## src/rtl/core/dmapt_pkg.sv

```systemverilog
package dmapt_pkg;

  localparam int unsigned BUFFER_COUNT  = 2;
  localparam int unsigned EARLY_SHIFT   = 6;
  localparam int unsigned MAX_BUF_BYTES = 32768;
  localparam int unsigned MAX_BPS       = 16;

  localparam int unsigned RING_W = $clog2(MAX_BUF_BYTES * BUFFER_COUNT + 1);
  localparam int unsigned DIV_W  = RING_W;
  localparam int unsigned DSR_W  = 16;
  localparam int unsigned IDX_W  = $clog2(BUFFER_COUNT + 1);
  localparam int unsigned CNT_W  = $clog2(DIV_W + 1);
  localparam int unsigned OUT_W  = 112;

  localparam logic [1:0] FUNC_TICK    = 2'd0;
  localparam logic [1:0] FUNC_QUERY   = 2'd1;
  localparam logic [1:0] FUNC_RESTART = 2'd2;

  localparam logic [1:0] REG_BUF_BYTES = 2'd0;
  localparam logic [1:0] REG_BPS       = 2'd1;
  localparam logic [1:0] REG_PLAYING   = 2'd2;

  typedef struct packed {
    logic             start;
    logic [DIV_W-1:0] dividend;
    logic [DSR_W-1:0] divisor;
  } div_req_t;

  typedef struct packed {
    logic             busy;
    logic             done;
    logic [DIV_W-1:0] quotient;
  } div_rsp_t;

endpackage

```

## src/rtl/core/dmapt_div.sv

```systemverilog
module dmapt_div (
  input  logic                clk_i,
  input  logic                rst_ni,
  input  dmapt_pkg::div_req_t req_i,
  output dmapt_pkg::div_rsp_t rsp_o
);
  import dmapt_pkg::*;

  logic             busy_q, busy_d;
  logic             done_q, done_d;
  logic [CNT_W-1:0] cnt_q, cnt_d;
  logic [DSR_W-1:0] rem_q, rem_d;
  logic [DSR_W-1:0] dsr_q, dsr_d;
  logic [DIV_W-1:0] quo_q, quo_d;
  logic [DSR_W:0]   trial;
  logic [DSR_W:0]   diff;

  always_comb begin
    trial  = {rem_q, quo_q[DIV_W-1]};
    diff   = trial - {1'b0, dsr_q};
    busy_d = busy_q;
    done_d = 1'b0;
    cnt_d  = cnt_q;
    rem_d  = rem_q;
    dsr_d  = dsr_q;
    quo_d  = quo_q;
    if (req_i.start && !busy_q) begin
      busy_d = 1'b1;
      cnt_d  = '0;
      rem_d  = '0;
      quo_d  = req_i.dividend;
      dsr_d  = req_i.divisor;
    end else if (busy_q) begin
      if (trial >= {1'b0, dsr_q}) begin
        rem_d = diff[DSR_W-1:0];
        quo_d = {quo_q[DIV_W-2:0], 1'b1};
      end else begin
        rem_d = trial[DSR_W-1:0];
        quo_d = {quo_q[DIV_W-2:0], 1'b0};
      end
      cnt_d = cnt_q + 1'b1;
      if (cnt_q == CNT_W'(DIV_W - 1)) begin
        busy_d = 1'b0;
        done_d = 1'b1;
      end
    end
  end

  always_ff @(posedge clk_i or negedge rst_ni) begin
    if (!rst_ni) begin
      busy_q <= 1'b0;
      done_q <= 1'b0;
      cnt_q  <= '0;
    end else begin
      busy_q <= busy_d;
      done_q <= done_d;
      cnt_q  <= cnt_d;
    end
  end

  always_ff @(posedge clk_i) begin
    rem_q <= rem_d;
    dsr_q <= dsr_d;
    quo_q <= quo_d;
  end

  assign rsp_o = '{busy: busy_q, done: done_q, quotient: quo_q};

endmodule

```

## src/rtl/core/dma_ring_playback_position_tracker_unit.sv

```systemverilog
// Playback position tracker for a ring of equal DMA buffers.
// Configuration arrives on the cfg channel: index 0 is the buffer size in bytes, index 1 the
// bytes per sample frame and index 2 the playing flag. The channel is always ready and must
// only be written while the block is idle.
// Each input beat carries the hardware play position in s_axis_tdata and the function in
// s_axis_tuser: a buffer-done tick, a position query or a restart. Every input beat yields
// exactly one output beat with the played sample count, the refill offset and the render
// sample position.
// All divisions run through one shared restoring divider. A tick needs two divisions, a
// query while playing one, and the other functions none. The first item after a write to
// the size registers runs two further divisions to refresh the cached buffer and ring
// lengths in samples.
// The block takes one item at a time; s_axis_tready is high only while it is idle. The
// result sits in an output register, so a new item is accepted while it waits; a stalled
// receiver holds the next result back at the last step.
// Reset restores the register defaults, clears all counters and empties the output register.
module dma_ring_playback_position_tracker_unit (
  input  logic                          clk_i,
  input  logic                          rst_ni,
  input  logic                          cfg_valid_i,
  output logic                          cfg_ready_o,
  input  logic [1:0]                    cfg_index_i,
  input  logic [15:0]                   cfg_data_i,
  input  logic                          s_axis_tvalid,
  output logic                          s_axis_tready,
  input  logic [15:0]                   s_axis_tdata,  // play_pos
  input  logic [1:0]                    s_axis_tuser,  // func
  output logic                          m_axis_tvalid,
  input  logic                          m_axis_tready,
  output logic [dmapt_pkg::OUT_W-1:0]   m_axis_tdata   // total_samples, render_offset,
                                                       // render_sample_pos
);
  import dmapt_pkg::*;

  localparam logic [2:0] ST_IDLE  = 3'd0;
  localparam logic [2:0] ST_LOAD  = 3'd1;
  localparam logic [2:0] ST_WAIT  = 3'd2;
  localparam logic [2:0] ST_DELTA = 3'd3;
  localparam logic [2:0] ST_FIN   = 3'd4;

  localparam logic [1:0] OP_BUF  = 2'd0;
  localparam logic [1:0] OP_RING = 2'd1;
  localparam logic [1:0] OP_POS  = 2'd2;
  localparam logic [1:0] OP_IDX  = 2'd3;

  function automatic logic need_pos(logic [1:0] f, logic p);
    return (f == FUNC_TICK) || ((f == FUNC_QUERY) && p);
  endfunction

  logic [15:0]       buf_bytes_q, buf_bytes_d;
  logic [4:0]        bps_q, bps_d;
  logic              playing_q, playing_d;
  logic [63:0]       played_q, played_d;
  logic [15:0]       last_q, last_d;
  logic [15:0]       refill_q, refill_d;
  logic [31:0]       render_q, render_d;
  logic [63:0]       floor_q, floor_d;
  logic              cache_ok_q, cache_ok_d;
  logic [2:0]        state_q, state_d;
  logic [1:0]        op_q, op_d;
  logic              m_valid_q, m_valid_d;

  logic [1:0]        func_q, func_d;
  logic [15:0]       pos_q, pos_d;
  logic [15:0]       buf_samp_q, buf_samp_d;
  logic [RING_W-1:0] ring_samp_q, ring_samp_d;
  logic [15:0]       now_q, now_d;
  logic [IDX_W-1:0]  idx_q, idx_d;
  logic [63:0]       delta_q, delta_d;
  logic [OUT_W-1:0]  m_data_q, m_data_d;

  logic [15:0]       bsz;
  logic [4:0]        bps;
  logic [RING_W-1:0] ring;
  logic [RING_W-1:0] ring_top;
  logic [15:0]       pos_clamped;
  logic [IDX_W-1:0]  idx_w;
  logic [RING_W-1:0] off_w;
  logic [63:0]       sum;
  logic [63:0]       total;
  logic              in_beat;
  logic              do_pos;

  div_req_t div_req;
  div_rsp_t div_rsp;

  dmapt_div u_div (
    .clk_i  (clk_i),
    .rst_ni (rst_ni),
    .req_i  (div_req),
    .rsp_o  (div_rsp)
  );

  always_comb begin
    if (buf_bytes_q == 16'd0) begin
      bsz = 16'd1;
    end else if (buf_bytes_q > 16'(MAX_BUF_BYTES)) begin
      bsz = 16'(MAX_BUF_BYTES);
    end else begin
      bsz = buf_bytes_q;
    end
    if (bps_q == 5'd0) begin
      bps = 5'd1;
    end else if (bps_q > 5'(MAX_BPS)) begin
      bps = 5'(MAX_BPS);
    end else begin
      bps = bps_q;
    end
    ring     = RING_W'(bsz) * RING_W'(BUFFER_COUNT);
    ring_top = ring - RING_W'(1);
    if (RING_W'(s_axis_tdata) > ring_top) begin
      pos_clamped = ring_top[15:0];
    end else begin
      pos_clamped = s_axis_tdata;
    end
  end

  always_comb begin
    div_req.start = (state_q == ST_LOAD);
    case (op_q)
      OP_BUF: begin
        div_req.dividend = DIV_W'(bsz);
        div_req.divisor  = DSR_W'(bps);
      end
      OP_RING: begin
        div_req.dividend = DIV_W'(ring);
        div_req.divisor  = DSR_W'(bps);
      end
      OP_POS: begin
        div_req.dividend = DIV_W'(pos_q);
        div_req.divisor  = DSR_W'(bps);
      end
      default: begin
        div_req.dividend = DIV_W'(pos_q) + DIV_W'(bsz >> EARLY_SHIFT);
        div_req.divisor  = bsz;
      end
    endcase
  end

  assign in_beat = s_axis_tvalid && s_axis_tready;
  assign do_pos  = need_pos(func_q, playing_q);

  always_comb begin
    if (idx_q >= IDX_W'(BUFFER_COUNT)) begin
      idx_w = idx_q - IDX_W'(BUFFER_COUNT);
    end else begin
      idx_w = idx_q;
    end
    off_w = (RING_W'(idx_w) + RING_W'(1)) * RING_W'(bsz);
    if (off_w >= ring) begin
      off_w = '0;
    end
    sum = played_q + delta_q;
  end

  always_comb begin
    buf_bytes_d = buf_bytes_q;
    bps_d       = bps_q;
    playing_d   = playing_q;
    played_d    = played_q;
    last_d      = last_q;
    refill_d    = refill_q;
    render_d    = render_q;
    floor_d     = floor_q;
    cache_ok_d  = cache_ok_q;
    state_d     = state_q;
    op_d        = op_q;
    m_valid_d   = m_valid_q;
    func_d      = func_q;
    pos_d       = pos_q;
    buf_samp_d  = buf_samp_q;
    ring_samp_d = ring_samp_q;
    now_d       = now_q;
    idx_d       = idx_q;
    delta_d     = delta_q;
    m_data_d    = m_data_q;
    total       = '0;

    if (cfg_valid_i) begin
      case (cfg_index_i)
        REG_BUF_BYTES: begin
          buf_bytes_d = cfg_data_i;
          cache_ok_d  = 1'b0;
        end
        REG_BPS: begin
          bps_d      = cfg_data_i[4:0];
          cache_ok_d = 1'b0;
        end
        REG_PLAYING: playing_d = cfg_data_i[0];
        default: ;
      endcase
    end

    if (m_valid_q && m_axis_tready) begin
      m_valid_d = 1'b0;
    end

    case (state_q)
      ST_IDLE: begin
        if (in_beat) begin
          func_d = s_axis_tuser;
          pos_d  = pos_clamped;
          if (!cache_ok_q) begin
            op_d    = OP_BUF;
            state_d = ST_LOAD;
          end else if (need_pos(s_axis_tuser, playing_q)) begin
            op_d    = OP_POS;
            state_d = ST_LOAD;
          end else begin
            state_d = ST_DELTA;
          end
        end
      end
      ST_LOAD: state_d = ST_WAIT;
      ST_WAIT: begin
        if (div_rsp.done) begin
          state_d = ST_LOAD;
          case (op_q)
            OP_BUF: begin
              buf_samp_d = div_rsp.quotient[15:0];
              op_d       = OP_RING;
            end
            OP_RING: begin
              ring_samp_d = div_rsp.quotient[RING_W-1:0];
              cache_ok_d  = 1'b1;
              if (do_pos) begin
                op_d = OP_POS;
              end else begin
                state_d = ST_DELTA;
              end
            end
            OP_POS: begin
              now_d = div_rsp.quotient[15:0];
              if (func_q == FUNC_TICK) begin
                op_d = OP_IDX;
              end else begin
                state_d = ST_DELTA;
              end
            end
            default: begin
              idx_d   = div_rsp.quotient[IDX_W-1:0];
              state_d = ST_DELTA;
            end
          endcase
        end
      end
      ST_DELTA: begin
        if (now_q < last_q) begin
          delta_d = 64'(ring_samp_q) + 64'(now_q) - 64'(last_q);
        end else begin
          delta_d = 64'(now_q - last_q);
        end
        state_d = ST_FIN;
      end
      ST_FIN: begin
        if (!m_valid_q || m_axis_tready) begin
          case (func_q)
            FUNC_TICK: begin
              refill_d = off_w[15:0];
              render_d = render_q + 32'(buf_samp_q);
              played_d = sum;
              last_d   = now_q;
              total    = sum;
            end
            FUNC_QUERY: begin
              if (playing_q) begin
                if (sum < floor_q) begin
                  total = floor_q;
                end else begin
                  floor_d = sum;
                  total   = sum;
                end
              end
            end
            FUNC_RESTART: begin
              render_d = 32'(buf_samp_q);
              played_d = '0;
              last_d   = '0;
              refill_d = bsz;
            end
            default: ;
          endcase
          m_data_d  = {render_d, refill_d, total};
          m_valid_d = 1'b1;
          state_d   = ST_IDLE;
        end
      end
      default: state_d = ST_IDLE;
    endcase
  end

  always_ff @(posedge clk_i or negedge rst_ni) begin
    if (!rst_ni) begin
      buf_bytes_q <= 16'd4096;
      bps_q       <= 5'd4;
      playing_q   <= 1'b0;
      played_q    <= '0;
      last_q      <= '0;
      refill_q    <= '0;
      render_q    <= '0;
      floor_q     <= '0;
      cache_ok_q  <= 1'b0;
      state_q     <= ST_IDLE;
      op_q        <= OP_BUF;
      m_valid_q   <= 1'b0;
    end else begin
      buf_bytes_q <= buf_bytes_d;
      bps_q       <= bps_d;
      playing_q   <= playing_d;
      played_q    <= played_d;
      last_q      <= last_d;
      refill_q    <= refill_d;
      render_q    <= render_d;
      floor_q     <= floor_d;
      cache_ok_q  <= cache_ok_d;
      state_q     <= state_d;
      op_q        <= op_d;
      m_valid_q   <= m_valid_d;
    end
  end

  always_ff @(posedge clk_i) begin
    func_q      <= func_d;
    pos_q       <= pos_d;
    buf_samp_q  <= buf_samp_d;
    ring_samp_q <= ring_samp_d;
    now_q       <= now_d;
    idx_q       <= idx_d;
    delta_q     <= delta_d;
    m_data_q    <= m_data_d;
  end

  assign cfg_ready_o   = 1'b1;
  assign s_axis_tready = (state_q == ST_IDLE);
  assign m_axis_tvalid = m_valid_q;
  assign m_axis_tdata  = m_data_q;

  a_div_start_free: assert property (@(posedge clk_i) disable iff (!rst_ni)
    div_req.start |-> !div_rsp.busy) else $error("divider started while busy");

  a_busy_not_ready: assert property (@(posedge clk_i) disable iff (!rst_ni)
    div_rsp.busy |-> !s_axis_tready) else $error("input taken during a division");

  a_cache_valid: assert property (@(posedge clk_i) disable iff (!rst_ni)
    (state_q == ST_DELTA) |-> cache_ok_q) else $error("finishing with stale sample lengths");

  a_floor_rises: assert property (@(posedge clk_i) disable iff (!rst_ni)
    floor_q >= $past(floor_q)) else $error("query floor went backwards");

endmodule

```

## config.mk

```make
export PLATFORM = sky130hd
export DESIGN_NAME = dma_ring_playback_position_tracker_unit
export DESIGN_NICKNAME = d
export VERILOG_FILES = /design/src/rtl/core/dmapt_pkg.sv /design/src/rtl/core/dmapt_div.sv /design/src/rtl/core/dma_ring_playback_position_tracker_unit.sv
export SDC_FILE = /design/constraint.sdc
export NUM_CORES = 1
export LEC_CHECK = 0
export CAP_MARGIN = 20
export CORE_MARGIN = 2
export CORE_UTILIZATION = 35
export CTS_CLUSTER_DIAMETER = 100
export DETAILED_ROUTE_END_ITERATION = 16
export DONT_BUFFER_PORTS = 1
export PLACE_DENSITY = 0.62
export RECOVER_POWER = 25
export SYNTH_ARGS = -nofsm -noshare
export SYNTH_HDL_FRONTEND = slang
export SYNTH_SLANG_ARGS = --single-unit
export TNS_END_PERCENT = 1
```

## constraint.sdc

```tcl
create_clock -name clk_i -period 6.18 [get_ports clk_i]
set_clock_uncertainty 0.1 [all_clocks]
set_input_delay 0.927 -clock clk_i [delete_from_list [all_inputs] [get_ports clk_i]]
set_output_delay 0.927 -clock clk_i [all_outputs]
set_load 0.02 [all_outputs]
```

# Yosys cells after proc, flatten, opt, wreduce, memory -nomap -nowiden
# Cells that the tools add are included.
totals:
  ff_bits: 522
  output_inout_bits: 115
op_classes:
  addsub: 11
  multipliers: 1
  order_cmp: 8
  eq_ne: 19
  muxes: 53
  bitwise: 1
  n_reduce_logical: 35
op_table:
  columns: ["op", "n"]
  rows:
  - ["case mux 64 bit (2 select lines)", 2]
  - ["two-way mux 64 bit", 3]
  - ["case mux 33 bit (3 select lines)", 1]
  - ["two-way mux 16 bit", 5]
  - ["adder 64 bit", 1]
  - ["< comparator 64 bit", 1]
  - ["case mux 16 bit (2 select lines)", 2]
  - ["case mux 32 bit (2 select lines)", 1]
  - ["two-way mux 17 bit", 2]
  - ["adder 32 x 16 -> 32 bit", 1]
  - ["two-way mux 2 bit", 11]
  - ["two-way mux 5 bit", 4]
  - ["subtractor 18 x 16 -> 19 bit", 1]
  - ["adder 17 x 16 -> 18 bit", 1]
  - ["AND reduction 3 bit", 6]
  - ["adder 16 x 10 -> 17 bit", 1]
  - ["greater-or-equal comparator 17 x 16 -> 1 bit", 1]
  - ["greater-or-equal comparator 17 bit", 1]
  - ["> comparator 16 x 17 -> 1 bit", 1]
  - ["multiplier 3 x 16 -> 17 bit", 1]
  - ["subtractor 16 x 16 -> 17 bit", 1]
  - ["subtractor 17 x 1 -> 17 bit, second input constant", 1]
  - ["> comparator 16 bit, second input constant", 1]
  - ["logical NOT 16 bit", 1]
  - ["other kinds (36)", 77]

# Longest topological paths before layout
# Gate-level depths: netlist of run 1.
depth:
  word_depth: 7
  ltp_mapped: 32
  depth_no_buf: 31

# Modules after synthesis
# Synthesis of run 1 repeated with hierarchy kept, for this count alone.
unflattened:
  hier_cells: 3124
  area_unflattened_um2: 30819.6
modules_own_cells:
  columns: ["module", "n_inst", "cells_per_inst", "area_per_inst_um2"]
  rows:
  - ["dma_ring_playback_position_tracker_unit", 1, 2844, 27742.9]
  - ["dmapt_div", 1, 280, 3076.7]

# Least setup slack after synthesis of run 1
# OpenSTA, ideal clock, no wires.
synth_path:
  path_type: "register to register"
  start: "reg delta_q[62]"
  end: "reg m_data_q[10] (netlist: m_axis_tdata[10]) (data pin)"
  setup_time_ns: 0.256
  arrival_ns: 5.834
  slack_ns: -0.010
  stages_incl_launch_ff: 23
  n_path_buf: 2
  period_less_slack_ns: 6.190
  path_cell_list: "edfxtp_1 ha_1 a21o_1 a221o_1 a21oi_2 inv_2 o41a_1 a311oi_4 o21ba_4 o21ai_0 and3_4 ha_1 nand4_1 nor4_2 nand3_1 or4_1 a31oi_1 a31oi_1 and2_4 nor3b_1 buf_2 clkbuf_1 a22o_1"
synth_between:
  elab_chain_cells: 5
synth_lines:
  columns: ["item", "line", "text"]
  rows:
  - ["from (decl)", "dma_ring_playback_position_tracker_unit.sv:69", "logic [63:0] delta_q, delta_d;"]
  - ["from (signal assigned)", "dma_ring_playback_position_tracker_unit.sv:329", "delta_q <= delta_d;"]
  - ["adder 64 bit", "dma_ring_playback_position_tracker_unit.sv:153", "sum = played_q + delta_q;"]
  - ["< comparator 64 bit", "dma_ring_playback_position_tracker_unit.sv:267", "if (sum < floor_q) begin"]
  - ["two-way mux 64 bit", null, null]
  - ["two-way mux 64 bit", "dma_ring_playback_position_tracker_unit.sv:266", "if (playing_q) begin"]
  - ["case mux 64 bit (2 select lines)", "dma_ring_playback_position_tracker_unit.sv:257", "case (func_q)"]
  - ["to (signal assigned)", "dma_ring_playback_position_tracker_unit.sv:330", "m_data_q <= m_data_d;"]
  - ["to (decl)", "dma_ring_playback_position_tracker_unit.sv:70", "logic [OUT_W-1:0] m_data_q, m_data_d;"]
# Every way passes these cells.
# A chain may end at the register's enable or synchronous reset.

# Final worst setup path of run 1
layout_path:
  start: "reg delta_q[62]"
  end: "reg m_data_q[52] (netlist: m_axis_tdata[52]) (data pin)"
# The elaborated chain is that of the path after synthesis.

==> flow_summary_export.csv, run 1 <==
group,metric,value,unit
floorplan,initial_utilization,35.30,%
floorplan,die_width,299.8,um
drt,first_iter_violations,1625,
logic_synthesis,yosysMostFrequentCell,"nand2_1",
sta,slew_headroom,-236.2,%
pwr,power.switching,7.617,mW
global_route,antenna_found_initial,7,
cells_and_area,multi_input_area,0.01641,mm^2
drt,drt_wl_total,80160,um
drt,wl_per_cell,18.36,um
logic_synthesis,synth.cells.most_frequent,"nand2_1 (311), inv_1 (298), ha_1 (257)",
worst_setup_path,cp_slowest_stage_delay,0.58,ns
floorplan,die_y,299.8,um
global_route,grt-ovfl-total,0,
logic_synthesis,synth_cell_type_count,98,
worst_setup_path,crit_buf_inv,4,
drt,drt.antenna.violating_nets,0,
worst_setup_path,cp-end-kind,"flop",
cells_and_area,fillers,8451,
pwr,sw_frac_of_total,41.79,%
cells_and_area,fin_util,40.47,%
clocking,cts_buffers,53,
worst_setup_path,required,6.55,ns
clocking,clock-sinks,476,
cells_and_area,area_growth,14.65,%
place,place.gp.congestion,0.9014,
floorplan,io_pins,156,
sta,tns,0,ns
global_route,track_usage,17.35,%
global_route,grt_pass1_vias,22310,
logic_synthesis,yosysSeqAreaShare,42.44,%
sta,fmax,164.2,MHz
place,place_hpwl,57770,um
worst_setup_path,crit_arrival,6.46,ns
worst_setup_path,path_class,"reg -> reg",
floorplan,fp.coreArea,0.08675,mm^2
sta,period_share,98.52,%
logic_synthesis,yosys.area.top_type,"edfxtp_1",
worst_setup_path,r2r_end,"m_axis_tdata[52]",
place,io_buffers,0,
cells_and_area,nNetsFinal,3498,
clocking,root_buffer,"clkbuf_16",
clocking,clock_latency,0.63,ns
drt,num_vias,22890,
logic_synthesis,yosysWarnings,0,
sta,period_needed,6.088,ns
clocking,path_clk_slew,0.06,ns
worst_setup_path,reg2reg_from,"delta_q[62]",
pwr,p_per_area,519.2,mW/mm^2
sta,tightest_slew,5.043,ns
hold_path,hp-class,"in -> async",
pwr,combPwrFrac,53.3,%
sta,rsz0062_at_grt,"yes",
worst_setup_path,slowest_stage,"or4_4",
logic_synthesis,yosys-top-cells-area,"edfxtp_1 (23%), dfrtp_1 (18%), ha_1 (11%)",
logic_synthesis,synth_flop_cell,"edfxtp_1",
clocking,htreeDepth,2,
cells_and_area,seqCellArea,0.01300,mm^2
worst_setup_path,crit_fanout,17,
pwr,clkPwrFrac,17.4,%
worst_setup_path,startpoint_type,"flop",
pwr,p_leak,15.26,nW
drt,vias_per_cell,5.242,
pwr,seq_power_share,29.3,%
status,violations,"capacitance limit, slew limit",
logic_synthesis,yosys.area.top_type_share,22.75,%
run,maxCapViolations,2,
logic_synthesis,synth_nets,3431,
drt,drcViolationCount,0,
logic_synthesis,syn-mean-instance-area,9.888,um^2
logic_synthesis,synth_area,0.03062,mm^2
clocking,cts_tree,"built",
pwr,vdd_ir_drop_max,287.8,uV
pwr,p_int,10.61,mW
worst_setup_path,reg2reg_setup_slack,0.09,ns
logic_synthesis,ys_ff_latch,476,
logic_synthesis,syn_inst,3097,
cells_and_area,drive_gt1_share,13.09,%
sta,whs,0.05645,ns
sta,final-setup-viol-count,0,
logic_synthesis,synth_edf_count,232,
logic_synthesis,async_flop_share,47.90,%
floorplan,rows,108,
clocking,clock_path_buffers,3,
drt,firstDrtPassIters,6,
worst_setup_path,critical-path-top-delay-family,"compound AO/OA/AOI/OAI gates",
worst_setup_path,r2r_cells,26,
sta,slew_viol_final,147,
status,status,"complete, but fails checks",
global_route,grt_pass1_wl,125600,um
floorplan,die_area,0.08988,mm^2
sta,hold_viol,0,
global_route,grt_max_degree,227,
[power by group through the flow]
| stage | logic (mW) | clock network, mW | registers [mW] |
|---|---|---|---|
| detailed placement | 9.12 | 0 | 5.37 |
| global placement | 8.99 | 0 | 5.36 |
| CTS | 9.29 | 3.26 | 5.32 |
| global route | 10.9 | 3.38 | 5.44 |
| finish | 9.72 | 3.17 | 5.33 |
| floorplan | 6.69 | 0 | 5.12 |
[what timing repair did]
| item | 4_1_cts | 5_1_grt |
|---|---|---|
| endpoints found under the hold margin | 226 | 0 |
| cloned | 1 | 3 |
| gates resized for setup | 14 | 84 |
| pin swaps | 8 | 41 |
| buffers inserted | 2 | 15 |
| endpoints found under the setup margin | 114 | 159 |
| hold buffers | 1 | 0 |
[layout make-up]
| class | count | share of cell area [%] |
|---|---|---|
| Multi-Input combinational cell | 2176 | 46.74 |
| Sequential cell | 476 | 37.01 |
| Tap cell | 1155 | 4.116 |
| Clock buffer | 66 | 4.066 |
| Timing Repair Buffer | 156 | 3.934 |
| Inverter | 301 | 3.232 |
| Clock inverter | 34 | 0.8802 |
| Antenna cell | 2 | 0.01425 |
[cell families after synthesis]
kind of cell / after synthesis / synth area share [%]
multiplexers: 95 / 3.395
XOR/XNOR: 146 / 4.245
other: 2 / 0.02452
AND/OR/NAND/NOR: 782 / 12.16
AO/OA/AOI/OAI: 858 / 19.16
buffers and inverters: 445 / 5.720
adder cells (fa/ha/maj): 293 / 12.85
flip-flops: 476 / 42.44
[cell usage in the layout (no fill, tap or decap), drive strengths merged, types with 36 or more instances in the layout]
cell / instances
ha: 257
a21oi: 181
dfrtp: 226
nand3: 40
inv: 305
nand4: 36
a22o: 144
o21ai: 202
mux2: 65
buf: 147
nor2: 158
xnor2: 108
nor3: 51
nor2b: 39
a21o: 68
fa: 36
nand2b: 37
xor2: 37
edfxtp: 232
nand2: 311
clkbuf: 74
[per-layer routing]
layer	track usage (%)	part of all wire [%]	routed length (um)	vias up
met5	0	0	0	-
met4	4.738	2.3	1833	0
met3	3.454	6.3	5067	121
met2	28.57	47	37730	545
met1	23.22	44	35520	10990
li1	-	-	-	11240
[per-stage QoR]
stage	total power, mW	std cells	instance area [um^2]	setup slack, ns
final	18.23	4366	35110	0.09160
after global routing	19.69	4366	35110	-0.09016
after CTS	17.88	4344	34490	0.01475
after detailed placement	14.49	4240	32620	-0.2700
after global placement	14.35	4240	32620	-0.1891
after floorplan	11.81	3097	30670	0.01892
[worst max-delay path by stage]
stage | start | endpoint | slack, ns | depth (start not counted)
6_report | delta_q[62] | m_axis_tdata[52] | 0.09 | 26
5_1_grt | buf_bytes_q[4] | m_axis_tdata[74] | -0.09 | 29
4_1_cts | delta_q[1] | m_axis_tdata[46] | 0.01 | 24
3_5_place_dp | played_q[0] | m_axis_tdata[24] | -0.27 | 26
3_3_place_gp | played_q[0] | m_axis_tdata[23] | -0.19 | 26
2_1_floorplan | delta_q[62] | m_axis_tdata[10] | 0.02 | 22
[state kept, by name, indices dropped and copies added (netlist names), 17 cells and up]
signal and count:
delta_q 19, floor_q 64, m_axis_tdata 112, played_q 64, render_q 32, ring_samp_q 17, u_div.quo_q 17
(Power assumes the default switching activity.)
==> inputs of run 2 (changes only) <==
Settings changed: ABC_AREA set to 1, CAP_MARGIN 20 to unset.
==> flow_summary_export.csv, run 2 <==
group,metric,value,unit
worst_setup_path,cp-startpoint,"buf_bytes_q[15]",
cells_and_area,area_growth,9.601,%
place,place_hpwl,81970,um
sta,tns,0,ns
pwr,p_leak,19.58,nW
clocking,cts_resized,0,
clocking,clock_path_buffers,3,
place,placed_cells,6068,
global_route,track_usage,20.83,%
worst_setup_path,reg2reg_setup_slack,0.78,ns
logic_synthesis,synth_flop_cell,"edfxtp_1",
sta,final-setup-viol-count,0,
worst_setup_path,startpoint_type,"flop",
global_route,grt_pass1_wl,169000,um
floorplan,fp.coreArea,0.09871,mm^2
run,maxCapViolations,2,
logic_synthesis,yosysSeqAreaShare,37.18,%
worst_setup_path,cp-end-kind,"flop",
logic_synthesis,yosysWarnings,0,
global_route,grt_max_degree,227,
floorplan,rows,115,
sta,period_share,87.38,%
pwr,p_total,22.31,mW
status,status,"complete, but fails checks",
worst_setup_path,r2r_cells,27,
sta,whs,0.03721,ns
logic_synthesis,yosysMostFrequentCell,"nand2_1",
clocking,post_cts_buffers,0,
cells_and_area,largest_reg_flops,112,
floorplan,die_area,0.1024,mm^2
clocking,cts_tree,"built",
logic_synthesis,synth.cells.most_frequent,"nand2_1 (1644), inv_1 (785), nand3_1 (412)",
logic_synthesis,syn-mean-instance-area,7.180,um^2
cells_and_area,nNetsFinal,5173,
sta,rsz0062_at_grt,"no",
logic_synthesis,synth_nets,5202,
worst_setup_path,crit_fanout,16,
floorplan,die_width,320.0,um
floorplan,initial_utilization,35.41,%
clocking,path_clk_slew,0.07,ns
clocking,clock_latency,0.65,ns
logic_synthesis,synth_area,0.03495,mm^2
floorplan,io_pins,156,
clocking,htreeDepth,2,
clocking,root_buffer,"clkbuf_16",
worst_setup_path,path_class,"reg -> reg",
logic_synthesis,yosys.area.top_type_share,19.93,%
drt,drcViolationCount,0,
logic_synthesis,syn_inst,4868,
cells_and_area,final_common_cell,"nand2_1",
cells_and_area,fillers,10380,
logic_synthesis,yosys-top-cells-area,"edfxtp_1 (20%), nand2_1 (18%), dfrtp_1 (16%)",
logic_synthesis,synth_cell_type_count,61,
worst_setup_path,crit_arrival,5.78,ns
drt,firstDrtPassIters,5,
global_route,grt-ovfl-total,0,
logic_synthesis,async_flop_share,47.90,%
sta,hold_viol,0,
cells_and_area,layout_common_cells,"nand2_1 (1642), inv_1 (785), nand3_1 (412)",
drt,drt.antenna.violating_nets,0,
logic_synthesis,yosys.area.top_type,"edfxtp_1",
drt,drt_wl_total,107600,um
status,violations,"capacitance limit, slew limit",
drt,wl_per_cell,17.42,um
hold_path,hp-class,"in -> async",
pwr,p_per_area,582.4,mW/mm^2
drt,first_iter_violations,2089,
drt,vias_per_cell,4.999,
cells_and_area,final_cells,6173,
drt,num_vias,30860,
logic_synthesis,ys_ff_latch,476,
pwr,vdd_ir_drop_max,429.0,uV
sta,fmax,185.2,MHz
global_route,grt_pass1_vias,29930,
global_route,antenna_found_initial,4,
clocking,clock-sinks,476,
worst_setup_path,required,6.56,ns
place,place.gp.congestion,0.9762,
worst_setup_path,reg2reg_from,"buf_bytes_q[15]",
sta,slew_headroom,-89.68,%
floorplan,die_y,320.0,um
sta,period_needed,5.400,ns
logic_synthesis,synth_edf_count,232,
worst_setup_path,cp-endpoint,"m_axis_tdata[70]",
place,io_buffers,0,
sta,tightest_slew,2.845,ns
worst_setup_path,r2r_end,"m_axis_tdata[70]",
cells_and_area,drive_gt1_share,4.115,%
sta,slew_viol_final,229,
clocking,cts_buffers,54,
[run 2: cell types whose count changed after synthesis, sizes merged, moves of 74 or more]
cell   change
nand2   +1351
inv      +505
nand3    +372
a22o     -144
nor2     +125
xnor2     -74
[run 2: worst min path at each step]
stage	startpoint	endpoint	slack, ns	cells past startpoint
CTS	rst_ni	bps_q[2]	0.0008	0
global route	rst_ni	bps_q[2]	0.005	0
global placement	u_div.rem_q[15]	u_div.rem_q[15]	0.36	2
floorplan	u_div.rem_q[15]	u_div.rem_q[15]	0.33	2
finish	rst_ni	bps_q[2]	0.04	0
detailed placement	u_div.rem_q[6]	u_div.rem_q[6]	0.36	2
[run 2: layout make-up]
class	count	area, um^2	share of cell area (%)
Inverter	806	3030	7.911
Tap cell	1287	1610	4.204
Clock buffer	63	1436	3.750
Multi-Input combinational cell	3467	18450	48.17
Clock inverter	39	493.0	1.287
Timing Repair Buffer	34	286.5	0.7480
Antenna cell	1	2.502	0.006533
Sequential cell	476	13000	33.92
[run 2: through the flow]
step | setup WS (ns) | utilization, % | area (um^2)
2_1_floorplan | 1.539 | - | 34950
3_3_place_gp | 0.9125 | 36.85 | 36370
3_5_place_dp | 0.8287 | 36.85 | 36370
4_1_cts | 0.8126 | 38.83 | 38330
5_1_grt | 0.2390 | 38.81 | 38300
6_report | 0.7800 | 38.81 | 38310
[run 2: where the power goes]
| group | total [mW] | internal [mW] | switching [mW] |
|---|---|---|---|
| sequential | 5.40 | 4.58 | 0.821 |
| combinational | 13.4 | 4.35 | 9.04 |
| clock | 3.52 | 2.06 | 1.46 |
[run 2: kinds of logic (layout without fill, tap and decap cells)]
| kind of cell | count (synthesis) | count (layout) | synth area share, % |
|---|---|---|---|
| mux | 6 | 6 | 0.1861 |
| flops | 476 | 476 | 37.18 |
| simple gates | 2506 | 2506 | 29.92 |
| other cells | 2 | 3 | 0.02149 |
| buf+inv | 925 | 942 | 10.17 |
| xor+xnor | 90 | 90 | 2.277 |
| fa+ha+maj | 293 | 293 | 11.26 |
| compound gates | 570 | 570 | 8.982 |
[run 2: per-layer routing]
metal  part of all wire (%)  vias up  global-route usage (%)
met5                      0        -                       0
met4                    3.1        0                   6.375
met3                    4.7      163                   2.919
met2                     48      674                   36.43
met1                     44    14410                   26.49
li1                       -    15610                       -
[run 2: worst max-delay path, stage by stage (launching register included)]
cell	delay (ns)
dfrtp_1	0.70
nand3_1	0.14
nor2_1	0.15
nand2_2	0.10
nand2_8	0.15
nand2_4	0.11
inv_2	0.12
nand2_1	0.09
fa_1	0.45
inv_1	0.07
ha_1	0.18
inv_1	0.08
fa_1	0.40
inv_1	0.11
nand3_1	0.07
nand2_1	0.15
nand4_1	0.10
nand3_1	0.11
nand2_1	0.07
a21oi_1	0.13
nor2_1	0.06
xor2_1	0.14
ha_1	0.32
a21oi_1	0.14
o21ai_0	0.15
a21oi_4	0.43
nand4_1	0.21
a22oi_1	0.20
[run 2: what timing repair did]
action,in CTS,in global routing
setup endpoints to repair,0,0
hold buffers,1,0
endpoints found under the hold margin,226,0
